**config.mk**
```make
export PLATFORM = sky130hd
export DESIGN_NAME = fluidics_sensor_monitor
export DESIGN_NICKNAME = d
export VERILOG_FILES = /design/src/rtl/core/fsmon_pkg.sv /design/src/rtl/core/fsmon_arith.sv /design/src/rtl/core/fluidics_sensor_monitor.sv
export SDC_FILE = /design/constraint.sdc
export NUM_CORES = 1
export LEC_CHECK = 0
export ABC_AREA = 0
export BUFFER_PORTS_ARGS = -buffer_cell sky130_fd_sc_hd__buf_2
export CORE_MARGIN = 2
export CORE_UTILIZATION = 30
export CTS_BUF_LIST = sky130_fd_sc_hd__clkbuf_8
export CTS_CLUSTER_DIAMETER = 40
export DETAILED_ROUTE_END_ITERATION = 10
export GPL_TIMING_DRIVEN = 0
export SLEW_MARGIN = 20
export SYNTH_ARGS = -nofsm -noshare
export SYNTH_HDL_FRONTEND = slang
export SYNTH_SLANG_ARGS = --single-unit
```
**constraint.sdc**
```tcl
create_clock -name i_clk -period 10.4 [get_ports i_clk]
set_clock_uncertainty 0.15 [all_clocks]
set_input_delay 1.56 -clock i_clk [delete_from_list [all_inputs] [get_ports i_clk]]
set_output_delay 1.56 -clock i_clk [all_outputs]
set_load 0.005 [all_outputs]
```
**src/rtl/core/fsmon_pkg.sv**
```systemverilog
// Fluidics sensor monitor package: microcode ROM, control types, register
// indexes and reset constants. It depends on nothing else.
package fsmon_pkg;

    localparam int unsigned CFG_IDX_W = 3;

    localparam logic [CFG_IDX_W-1:0] REG_SET_POINT    = 3'd0;
    localparam logic [CFG_IDX_W-1:0] REG_PRESS_TOL    = 3'd1;
    localparam logic [CFG_IDX_W-1:0] REG_REF_TEMP     = 3'd2;
    localparam logic [CFG_IDX_W-1:0] REG_TEMP_FACTOR  = 3'd3;
    localparam logic [CFG_IDX_W-1:0] REG_DAC_GAIN     = 3'd4;
    localparam logic [CFG_IDX_W-1:0] REG_DAC_OFFSET   = 3'd5;
    localparam logic [CFG_IDX_W-1:0] REG_ALMOST_LIMIT = 3'd6;
    localparam logic [CFG_IDX_W-1:0] REG_EMPTY_LIMIT  = 3'd7;

    localparam logic [14:0]        SET_POINT_RST    = 15'd768;
    localparam logic [14:0]        PRESS_TOL_RST    = 15'd64;
    localparam logic signed [15:0] REF_TEMP_RST     = 16'sd5120;
    localparam logic signed [15:0] TEMP_FACTOR_RST  = 16'sd4588;
    localparam logic [11:0]        DAC_GAIN_RST     = 12'd273;
    localparam logic [11:0]        DAC_OFFSET_RST   = 12'd1501;
    localparam logic [7:0]         ALMOST_LIMIT_RST = 8'd60;
    localparam logic [7:0]         EMPTY_LIMIT_RST  = 8'd120;
    localparam logic signed [16:0] CORR_POINT_RST   = 17'sd768;

    localparam logic [7:0] LIMIT_MIN = 8'd1;
    localparam logic [7:0] LIMIT_MAX = 8'd250;

    typedef enum logic [1:0] {
        STEP_WAIT,
        STEP_CORR,
        STEP_MULB,
        STEP_EMIT
    } t_step;

    typedef enum logic [1:0] {
        COND_ALWAYS,
        COND_IN,
        COND_OUT
    } t_cond;

    typedef enum logic {
        MUL_TEMP,
        MUL_DAC
    } t_mul_sel;

    typedef struct packed {
        t_mul_sel mul_sel;
        logic     ld_prod;
        logic     ld_cp;
        logic     ld_code;
        t_cond    cond;
        t_step    target;
    } t_uop;

    typedef struct packed {
        t_mul_sel mul_sel;
        logic     ld_prod;
        logic     ld_cp;
    } t_dp_ctl;

    typedef struct packed {
        logic degas;
        logic plenum;
        logic a_alarm;
        logic e_alarm;
        logic err;
        logic f_alarm;
        logic h_alarm;
        logic stop;
        logic solenoid;
    } t_flags;

    // Microprogram: the jump to target is taken when cond holds, else the step repeats.
    function automatic t_uop uop_rom(input t_step step);
        t_uop u;
        u = '{mul_sel: MUL_TEMP, ld_prod: 1'b0, ld_cp: 1'b0, ld_code: 1'b0,
              cond: COND_ALWAYS, target: STEP_WAIT};
        unique case (step)
            STEP_WAIT: begin
                u.mul_sel = MUL_TEMP;
                u.ld_prod = 1'b1;
                u.cond    = COND_IN;
                u.target  = STEP_CORR;
            end
            STEP_CORR: begin
                u.ld_cp  = 1'b1;
                u.target = STEP_MULB;
            end
            STEP_MULB: begin
                u.mul_sel = MUL_DAC;
                u.ld_prod = 1'b1;
                u.target  = STEP_EMIT;
            end
            STEP_EMIT: begin
                u.ld_code = 1'b1;
                u.cond    = COND_OUT;
                u.target  = STEP_WAIT;
            end
        endcase
        return u;
    endfunction

    function automatic logic [7:0] clamp_limit(input logic [7:0] v);
        logic [7:0] r;
        if (v < LIMIT_MIN) begin
            r = LIMIT_MIN;
        end else if (v > LIMIT_MAX) begin
            r = LIMIT_MAX;
        end else begin
            r = v;
        end
        return r;
    endfunction

endpackage

```
**src/rtl/core/fsmon_arith.sv**
```systemverilog
// Setpoint datapath: one shared signed multiplier, product and corrected
// setpoint registers, rounding and DAC code saturation. Uses fsmon_pkg.
module fsmon_arith (
    input  logic                  i_clk,
    input  logic                  i_rst_n,
    input  fsmon_pkg::t_dp_ctl    i_ctl,
    input  logic signed [15:0]    i_temperature,
    input  logic signed [15:0]    i_ref_temperature,
    input  logic signed [15:0]    i_temp_factor,
    input  logic [14:0]           i_set_point,
    input  logic [11:0]           i_dac_gain,
    input  logic [11:0]           i_dac_offset,
    output logic signed [16:0]    o_corr_point,
    output logic [11:0]           o_code
);
    import fsmon_pkg::*;

    logic signed [17:0] w_mul_a;
    logic signed [17:0] w_mul_b;
    logic signed [35:0] w_mul_p;
    logic signed [16:0] w_dtemp;
    logic signed [33:0] w_round;
    logic signed [17:0] w_corr;
    logic signed [18:0] w_cp_raw;
    logic signed [16:0] w_cp_sat;
    logic signed [21:0] w_quot;
    logic signed [22:0] w_sum;
    logic signed [32:0] r_prod;
    logic signed [16:0] r_cp;

    assign w_dtemp = {i_temperature[15], i_temperature}
                   - {i_ref_temperature[15], i_ref_temperature};

    always_comb begin
        unique case (i_ctl.mul_sel)
            MUL_TEMP: begin
                w_mul_a = {{2{i_temp_factor[15]}}, i_temp_factor};
                w_mul_b = {w_dtemp[16], w_dtemp};
            end
            MUL_DAC: begin
                w_mul_a = {r_cp[16], r_cp};
                w_mul_b = {6'b0, i_dac_gain};
            end
        endcase
    end

    assign w_mul_p = w_mul_a * w_mul_b;

    // round half up, then floor by 2^16
    assign w_round  = {r_prod[32], r_prod} + 34'sd32768;
    assign w_corr   = w_round[33:16];
    assign w_cp_raw = $signed({4'b0, i_set_point}) - {w_corr[17], w_corr};

    always_comb begin
        if (w_cp_raw[18:16] == 3'b000 || w_cp_raw[18:16] == 3'b111) begin
            w_cp_sat = w_cp_raw[16:0];
        end else if (w_cp_raw[18]) begin
            w_cp_sat = 17'sh10000;
        end else begin
            w_cp_sat = 17'sh0FFFF;
        end
    end

    assign w_quot = r_prod[29:8];
    assign w_sum  = {w_quot[21], w_quot} + $signed({11'b0, i_dac_offset});

    always_comb begin
        if (w_sum[22]) begin
            o_code = 12'd0;
        end else if (w_sum[21:12] != 10'd0) begin
            o_code = 12'hFFF;
        end else begin
            o_code = w_sum[11:0];
        end
    end

    always_ff @(posedge i_clk) begin
        if (i_ctl.ld_prod) begin
            r_prod <= w_mul_p[32:0];
        end
        if (!i_rst_n) begin
            r_cp <= CORR_POINT_RST;
        end else if (i_ctl.ld_cp) begin
            r_cp <= w_cp_sat;
        end
    end

    assign o_corr_point = r_cp;

endmodule

```
**src/rtl/core/fluidics_sensor_monitor.sv**
```systemverilog
// Fluidics sensor monitor top level: microcode sequencer, config registers,
// sensor logic and output register. Uses fsmon_pkg and fsmon_arith.
//
//   channel  direction  handshake                  payload
//   in       sink       i_in_valid / o_in_stall    sensor bits, pressure, temperature
//   out      source     o_out_valid / i_out_stall  pump, alarm, solenoid, DAC, LED
//   cfg      sink       i_cfg_valid / o_cfg_ready  i_cfg_index, i_cfg_data
//
// A tick runs its steps in order: accept plus first product, corrected setpoint,
// DAC product, output load; the single multiplier is why they run one at a time.
// The output register holds a result under stall while the next tick is accepted;
// the load step waits only if that register is still full.
// Reset is synchronous; config registers and control state reset, flags do not.
module fluidics_sensor_monitor (
    input  logic                             i_clk,
    input  logic                             i_rst_n,
    input  logic                             i_in_valid,
    output logic                             o_in_stall,
    input  logic                             i_degas_sense,
    input  logic                             i_sheath_low,
    input  logic                             i_waste_high,
    input  logic                             i_waste_full,
    input  logic signed [15:0]               i_diff_pressure,
    input  logic signed [15:0]               i_temperature,
    output logic                             o_out_valid,
    input  logic                             i_out_stall,
    output logic                             o_degas_pump,
    output logic                             o_plenum_pump,
    output logic                             o_sheath_low_warn,
    output logic                             o_sheath_dry_alarm,
    output logic                             o_waste_sensor_error,
    output logic                             o_waste_full_alarm,
    output logic                             o_waste_high_alarm,
    output logic                             o_stop_request,
    output logic                             o_relief_solenoid,
    output logic [15:0]                      o_pressure_ref_word,
    output logic                             o_status_led,
    input  logic                             i_cfg_valid,
    output logic                             o_cfg_ready,
    input  logic [fsmon_pkg::CFG_IDX_W-1:0]  i_cfg_index,
    input  logic [15:0]                      i_cfg_data
);
    import fsmon_pkg::*;

    t_step              r_step;
    t_uop               w_uop;
    logic               w_in_acc;
    logic               w_out_free;
    logic               w_go;
    t_dp_ctl            w_dp_ctl;
    logic signed [16:0] w_corr_point;
    logic [11:0]        w_code;

    logic [14:0]        r_set_point;
    logic [14:0]        r_press_tol;
    logic signed [15:0] r_ref_temp;
    logic signed [15:0] r_temp_factor;
    logic [11:0]        r_dac_gain;
    logic [11:0]        r_dac_offset;
    logic [7:0]         r_almost_limit;
    logic [7:0]         r_empty_limit;

    logic [7:0]         r_almost_count, n_almost_count;
    logic [7:0]         r_empty_count, n_empty_count;
    logic               r_high_latched, n_high_latched;
    logic               r_full_latched, n_full_latched;
    logic               r_solenoid;
    logic               r_led;
    t_flags             r_flags, n_flags;

    logic               r_out_valid;
    t_flags             r_out_flags;
    logic [11:0]        r_out_code;
    logic               r_out_led;

    logic [7:0]         w_alim;
    logic [7:0]         w_elim;
    logic [7:0]         w_a_inc;
    logic [7:0]         w_e_inc;
    logic               w_a_hit;
    logic               w_e_hit;
    logic signed [18:0] w_over_diff;
    logic               w_over;
    logic               w_err;

    assign w_uop      = uop_rom(r_step);
    assign o_in_stall = (r_step != STEP_WAIT);
    assign w_in_acc   = i_in_valid && !o_in_stall;
    assign w_out_free = !r_out_valid || !i_out_stall;
    assign o_cfg_ready = 1'b1;

    always_comb begin
        unique case (w_uop.cond)
            COND_ALWAYS: w_go = 1'b1;
            COND_IN:     w_go = w_in_acc;
            COND_OUT:    w_go = w_out_free;
            default:     w_go = 1'b0;
        endcase
    end

    assign w_dp_ctl = '{mul_sel: w_uop.mul_sel,
                        ld_prod: w_uop.ld_prod && w_go,
                        ld_cp:   w_uop.ld_cp && w_go};

    fsmon_arith u_arith (
        .i_clk             (i_clk),
        .i_rst_n           (i_rst_n),
        .i_ctl             (w_dp_ctl),
        .i_temperature     (i_temperature),
        .i_ref_temperature (r_ref_temp),
        .i_temp_factor     (r_temp_factor),
        .i_set_point       (r_set_point),
        .i_dac_gain        (r_dac_gain),
        .i_dac_offset      (r_dac_offset),
        .o_corr_point      (w_corr_point),
        .o_code            (w_code)
    );

    // sensor logic for the tick being accepted
    assign w_alim  = clamp_limit(r_almost_limit);
    assign w_elim  = clamp_limit(r_empty_limit);
    assign w_a_inc = !i_sheath_low ? 8'd0 :
                     (r_almost_count < w_alim) ? r_almost_count + 8'd1 : r_almost_count;
    assign w_e_inc = !i_sheath_low ? 8'd0 :
                     (r_empty_count < w_elim) ? r_empty_count + 8'd1 : r_empty_count;
    assign w_a_hit = (w_a_inc == w_alim);
    assign w_e_hit = (w_e_inc == w_elim);
    assign w_err   = !i_waste_high && i_waste_full;

    // compares against the setpoint left by the previous tick
    assign w_over_diff = {{3{i_diff_pressure[15]}}, i_diff_pressure}
                       - {{2{w_corr_point[16]}}, w_corr_point};
    assign w_over      = w_over_diff > $signed({4'b0, r_press_tol});

    always_comb begin
        n_almost_count  = w_a_hit ? w_a_inc + 8'd1 : w_a_inc;
        n_empty_count   = w_e_hit ? w_e_inc + 8'd1 : w_e_inc;
        n_flags.degas   = i_degas_sense;
        n_flags.plenum  = i_sheath_low && !w_e_hit;
        n_flags.a_alarm = w_a_hit;
        n_flags.e_alarm = w_e_hit;
        n_flags.err     = w_err;
        n_flags.f_alarm = !w_err && i_waste_full && !r_full_latched;
        n_flags.h_alarm = !w_err && i_waste_high && !r_high_latched;
        n_flags.stop    = w_err || n_flags.f_alarm;
        n_flags.solenoid = w_over && !r_solenoid;
        if (w_err) begin
            n_high_latched = r_high_latched;
            n_full_latched = r_full_latched;
        end else if (i_waste_high) begin
            n_high_latched = 1'b1;
            n_full_latched = r_full_latched || i_waste_full;
        end else begin
            n_high_latched = 1'b0;
            n_full_latched = 1'b0;
        end
    end

    always_ff @(posedge i_clk) begin
        if (!i_rst_n) begin
            r_step         <= STEP_WAIT;
            r_set_point    <= SET_POINT_RST;
            r_press_tol    <= PRESS_TOL_RST;
            r_ref_temp     <= REF_TEMP_RST;
            r_temp_factor  <= TEMP_FACTOR_RST;
            r_dac_gain     <= DAC_GAIN_RST;
            r_dac_offset   <= DAC_OFFSET_RST;
            r_almost_limit <= ALMOST_LIMIT_RST;
            r_empty_limit  <= EMPTY_LIMIT_RST;
            r_almost_count <= 8'd0;
            r_empty_count  <= 8'd0;
            r_high_latched <= 1'b0;
            r_full_latched <= 1'b0;
            r_solenoid     <= 1'b0;
            r_led          <= 1'b1;
            r_out_valid    <= 1'b0;
        end else begin
            if (w_go) begin
                r_step <= w_uop.target;
            end
            if (i_cfg_valid && o_cfg_ready) begin
                unique case (i_cfg_index)
                    REG_SET_POINT:    r_set_point    <= i_cfg_data[14:0];
                    REG_PRESS_TOL:    r_press_tol    <= i_cfg_data[14:0];
                    REG_REF_TEMP:     r_ref_temp     <= i_cfg_data;
                    REG_TEMP_FACTOR:  r_temp_factor  <= i_cfg_data;
                    REG_DAC_GAIN:     r_dac_gain     <= i_cfg_data[11:0];
                    REG_DAC_OFFSET:   r_dac_offset   <= i_cfg_data[11:0];
                    REG_ALMOST_LIMIT: r_almost_limit <= i_cfg_data[7:0];
                    REG_EMPTY_LIMIT:  r_empty_limit  <= i_cfg_data[7:0];
                endcase
            end
            if (w_in_acc) begin
                r_almost_count <= n_almost_count;
                r_empty_count  <= n_empty_count;
                r_high_latched <= n_high_latched;
                r_full_latched <= n_full_latched;
                r_solenoid     <= n_flags.solenoid;
            end
            if (w_uop.ld_code && w_go) begin
                r_out_valid <= 1'b1;
                r_led       <= !r_led;
            end else if (r_out_valid && !i_out_stall) begin
                r_out_valid <= 1'b0;
            end
        end
        if (w_in_acc) begin
            r_flags <= n_flags;
        end
        if (w_uop.ld_code && w_go) begin
            r_out_flags <= r_flags;
            r_out_code  <= w_code;
            r_out_led   <= !r_led;
        end
    end

    assign o_out_valid           = r_out_valid;
    assign o_degas_pump          = r_out_flags.degas;
    assign o_plenum_pump         = r_out_flags.plenum;
    assign o_sheath_low_warn     = r_out_flags.a_alarm;
    assign o_sheath_dry_alarm    = r_out_flags.e_alarm;
    assign o_waste_sensor_error  = r_out_flags.err;
    assign o_waste_full_alarm    = r_out_flags.f_alarm;
    assign o_waste_high_alarm    = r_out_flags.h_alarm;
    assign o_stop_request        = r_out_flags.stop;
    assign o_relief_solenoid     = r_out_flags.solenoid;
    assign o_pressure_ref_word   = {r_out_code, 4'b0000};
    assign o_status_led          = r_out_led;

endmodule

```
## Yosys cells after proc, flatten, opt, wreduce, memory -nomap -nowiden

Index checks and enable logic that the tools add are counted.

| word-level totals | value |
|---|---|
| register bits after elaboration | 206 |
| input port bits | 60 |
| output and inout port bits | 29 |
| logic and storage cells | 139 |

| operators by class | value |
|---|---|
| add/subtract/negate cells | 9 |
| $mul | 1 |
| magnitude comparators | 7 |
| equal/unequal tests | 15 |
| multiplexer cells | 25 |
| bitwise operators | 2 |
| reductions and logical operators | 42 |

Operator list:

| kind | number |
|---|---|
| two-way mux 8 bit | 10 |
| one-hot mux 18 bit (2 select lines) | 2 |
| adder 33 x 17 -> 34 bit, second input constant | 1 |
| two-way mux 17 bit | 2 |
| multiplier 18 x 18 -> 33 bit | 1 |
| adder 8 x 1 -> 8 bit, second input constant | 4 |
| adder 22 x 13 -> 23 bit | 1 |
| subtractor 16 x 18 -> 19 bit | 1 |
| > comparator 18 x 16 -> 1 bit | 1 |
| AND reduction 2 bit | 9 |
| subtractor 16 x 17 -> 18 bit | 1 |
| subtractor 16 x 16 -> 17 bit | 1 |
| equality test 8 bit | 2 |
| > comparator 8 bit, second input constant | 2 |
| < comparator 8 x 1 -> 1 bit, second input constant | 2 |
| < comparator 8 bit | 2 |
| equality test 3 bit, second input constant | 5 |
| logical AND 1 bit | 12 |
| two-way mux 12 bit | 1 |
| zero test 1 bit | 10 |
| nonzero test 10 bit | 1 |
| one-hot mux 2 bit (2 select lines) | 2 |
| one-hot mux 2 bit (4 select lines) | 1 |
| equality test 2 bit, second input constant | 3 |
| other kinds (10) | 24 |

## Longest topological paths before layout

| logic depth | value |
|---|---|
| depth after elaboration | 9 |
| gate-level depth with buffers | 33 |
| gate-level depth less buffers | 33 |

## Hierarchy

From an unflattened synthesis, not the netlist that was laid out.

| unflattened totals | value |
|---|---|
| cells, all modules | 2791 |
| area, all modules | 23487.5 sq um |

Modules (own cells, without submodules):

| module | times used | cells an instance | area each (sq um) | seq. area each (sq um) |
|---|---|---|---|---|
| fsmon_arith | 1 | 1750 | 14999.4 | 1091.0 |
| fluidics_sensor_monitor | 1 | 1041 | 8488.1 | 3433.3 |

## Worst setup path before layout

No wires, ideal clock.

| timing path | value |
|---|---|
| kind | input to register |
| start point | input port i_temperature[2] |
| end point | register u_arith.r_prod[32], data pin |
| setup time | 262 ps |
| arrival | 8882 ps |
| data required time | 9988 ps |
| slack | 1107 ps |
| stages | 30 |
| path buffers | 0 |
| cells stage by stage | ha_1 > nor2b_1 > o31ai_1 > a21oi_1 > a211oi_1 > nor2_1 > a21o_1 > a21oi_1 > xor2_1 > nor2_1 > fa_1 > fa_1 > inv_1 > fa_1 > inv_1 > fa_1 > fa_1 > inv_1 > fa_1 > inv_1 > ha_1 > a21o_1 > a21o_1 > a21oi_1 > o21ai_0 > a22o_1 > a221oi_2 > o21ai_1 > o31ai_1 > xnor2_1 |

| on the way | value |
|---|---|
| cells in the longest elaborated chain, start to end | 3 |

Ends and longest elaborated chain:

| what | RTL line | RTL |
|---|---|---|
| from (decl) | fluidics_sensor_monitor.sv:24 | `input logic signed [15:0] i_temperature,` |
| subtractor 16 x 16 -> 17 bit | fsmon_arith.sv:32 | `- {i_ref_temperature[15], i_ref_temperature};` |
| one-hot mux 18 bit (2 select lines) | fsmon_arith.sv:35 | `unique case (i_ctl.mul_sel)` |
| multiplier 18 x 18 -> 33 bit | fsmon_arith.sv:47 | `assign w_mul_p = w_mul_a * w_mul_b;` |
| via u_arith.w_mul_p[32] | fsmon_arith.sv:20 | `logic signed [35:0] w_mul_p;` |
| to (signal assigned) | fsmon_arith.sv:79 | `r_prod <= w_mul_p[32:0];` |
| to (decl) | fsmon_arith.sv:28 | `logic signed [32:0] r_prod;` |

The timed path passes the listed nets, and every way through them passes these cells.
A chain may end at the register's enable or synchronous reset.

## Worst setup path after layout

Ends and elaborated chain as after synthesis.

==> run_results.csv <==
group,metric,value,unit
status,outcome,"finished, final reports clean",
layout,layout_commonest_cell,"nand2_1",
routing,drt_pass1_iterations,6,
yosys,ys_types,98,
floorplan,die_w,284,um
cts,clock_latency,0.53,ns
timing,hold_viol_final,0,
yosys,syn_area_per_cell,8.48,um^2
placement,place_hpwl,56500,um
floorplan,start_util,0.304,
timing,finalSetupViolations,0,
setup_path,slowest_delay,0.55,ns
timing,slew_headroom,0.237,
timing,slew_violations,0,
setup_path,critical_path_class,"input port to flop",
cts,cts_buffers,17,
yosys,synth_area_leaders,"fa_1 26%, dfxtp_1 12%, ha_1 9.7%",
setup_path,cp_data_arrival_time,10.13,ns
timing,max_freq,99.8,MHz
routing,vias,19300,
yosys,synth_top_family_by_area,"adder cells",
yosys,synth_edf_count,56,
setup_path,worstSetupEndpointType,"flop",
yosys,async_reset_ff_frac,0,
yosys,ys_warn_count,0,
routing,drt_iter0_drc,1426,
setup_path,cpMostUsedCell,"fa_1",
setup_path,critPathRequiredTime,10.52,ns
setup_path,crit_path_start_kind,"input port",
timing,worst_pin_slew,1.11,ns
cts,cts_num_sinks,198,
grt,antenna_found_initial,1,
yosys,ys_ff_latch,198,
yosys,synth.area.mux_share,0.00902,
layout,mostFrequentLayoutCells,"471 x nand2_1, 431 x inv_1, 302 x fa_1, 187 x a21oi_1",
yosys,synthFlopType,"dfxtp_1",
timing,period_minus_slack,10.02,ns
layout,nNetsFinal,3425,
floorplan,dieArea,0.0809,mm^2
grt,overflow,0,
layout,regArea,0.00452,mm^2
layout,multi_input_area,0.0171,mm^2
floorplan,io_pins,89,
grt,grt_pass1_wl,109000,um
grt,gr-usage-all-layers,0.172,
cts,clk_pin_slew_worst_paths,0.11,ns
cts,cts_root_buffer,"clkbuf_8",
floorplan,die_h,284,um
yosys,synth_compound_area_frac,0.129,
timing,worst_slack,0.385,ns
cts,h-tree-depth,4,
placement,dp_slack,-0.837,ns
floorplan,num_rows,102,
yosys,ys_seq_area_frac,0.192,
routing,ant_nets,0,
floorplan,core_area,0.0776,mm^2
routing,drc,0,
layout,n_antenna_cell,0,
placement,routabilityCongestion,0.940,
timing,rsz0062_at_grt,"false",
setup_path,crit_fanout,6,
yosys,synth-adder-area-share,0.353,
grt,grt_max_degree,27,
placement,port_buffers,72,
routing,vias_per_cell,4.91,
timing,finalCritPeriodShare,0.963,
layout,drive_gt1_frac,0.0754,
yosys,synth_top_area_share,0.256,
yosys,syn_area,0.0236,mm^2
grt,grt_pass1_vias,19000,
placement,place_area,0.0253,mm^2
layout,area_delta_synth_final,9.59,%
cts,cts_tree,"yes",
layout,fillers,8303,
yosys,yosys.area_share.simple,0.187,
cts,clk_path_buf_depth,2,
routing,post_drt_wl_per_cell,17.4,um
layout,final_area,0.0259,mm^2
yosys,synth_xor_area_frac,0.0401,
min_path,hp-class,"flop to flop",
yosys,synth_area_leader_cell,"fa_1",
job,cap_violations,0,
setup_path,slowest_stage,"fa_1",
yosys,netlist_instances,2781,
routing,wl,68500,um
[synthesized netlist by cell type, types with 27 or more instances]
library cell and n:
nand2b_1 27, edfxtp_1 56, nand2_1 471, nor2b_1 29, ha_1 183, xnor2_1 76, nor3_1 35, o211ai_1 28
fa_1 302, a21oi_1 188, xor2_1 32, nor2_1 183, inv_1 431, nand3_1 74, clkbuf_1 82, dfxtp_1 142
o21ai_0 47, a21o_1 44
[timing repair]
action | CTS | global route
hold buffers | 0 | 0
cloned | 0 | 0
setup buffers | 0 | 7
setup endpoints to repair | 4 | 5
pin swaps | 0 | 1
resized for setup | 3 | 23
[through the flow]
step	hold WS, ns	instances	utilization	setup TNS [ns]
after floorplan	0.250	2784	-	0
after global placement	0.251	3896	0.326	-6.89
final	0.279	3933	0.333	0
after CTS	0.280	3927	0.331	0
after detailed placement	0.256	3896	0.326	-4.00
after global routing	0.289	3933	0.333	0
[sequential cells by signal, summed over array words and instances, names as in the netlist, 2 cells and up]
name                  flops
r_dac_gain               12
u_arith.r_prod           25
r_step                    2
r_almost_limit            8
r_out_code               12
r_empty_limit             8
r_ref_temp               16
r_flags                   9
r_dac_offset             12
r_almost_count            8
r_set_point              15
u_arith.o_corr_point     17
r_empty_count             8
r_press_tol              15
r_temp_factor            16
[logic make-up (layout without fill, tap and decap cells)]
family / after synthesis / after routing
buffers and inverters: 548 / 657
DFF: 198 / 198
other: 2 / 5
xor gates and xnor gates: 108 / 108
adders and majority gates: 485 / 485
AOI/OAI and AO/OA: 467 / 467
and+or+nand+nor: 954 / 954
muxes: 19 / 19
[area by class of cell]
type | count | share of cell area
Clock buffer | 18 | 0.00958
Buffer | 112 | 0.0190
Multi-Input combinational cell | 2038 | 0.660
Sequential cell | 198 | 0.175
Inverter | 434 | 0.0632
Timing Repair Buffer | 79 | 0.0165
Tap cell | 1040 | 0.0503
Clock inverter | 14 | 0.00644
[worst max-delay path, delay by kind of cell]
family                     cells  cell delay (ns)
adders and majority gates      8             3.84
AOI/OAI and AO/OA             13             3.35
xor gates and xnor gates       2             0.58
and+or+nand+nor                3             0.42
buffers and inverters          5             0.33
[layer usage]
metal / share of wire / GRT usage
met1: 0.44 / 0.231
met2: 0.46 / 0.280
met3: 0.070 / 0.0315
met4: 0.030 / 0.0505
met5: 0 / 0
[path summary, 6_finish.rpt]
| kind | slack, ns | start | cells after the start | end |
|---|---|---|---|---|
| setup / recovery | 0.38 | i_temperature[2] | 31 | u_arith.r_prod[32]$_DFFE_PP_ |
| hold / removal | 0.28 | r_flags[0]$_DFFE_PP_ | 0 | o_relief_solenoid$_DFFE_PP_ |
| setup reg to reg | 0.47 | r_step[0]$_SDFFE_PN0P_ | 31 | u_arith.r_prod[32]$_DFFE_PP_ |
| hold reg to reg | 0.28 | r_flags[0]$_DFFE_PP_ | 0 | o_relief_solenoid$_DFFE_PP_ |
Power is not shown: default switching activity piles up to over one toggle a cycle in this logic, so the estimate is an artifact.
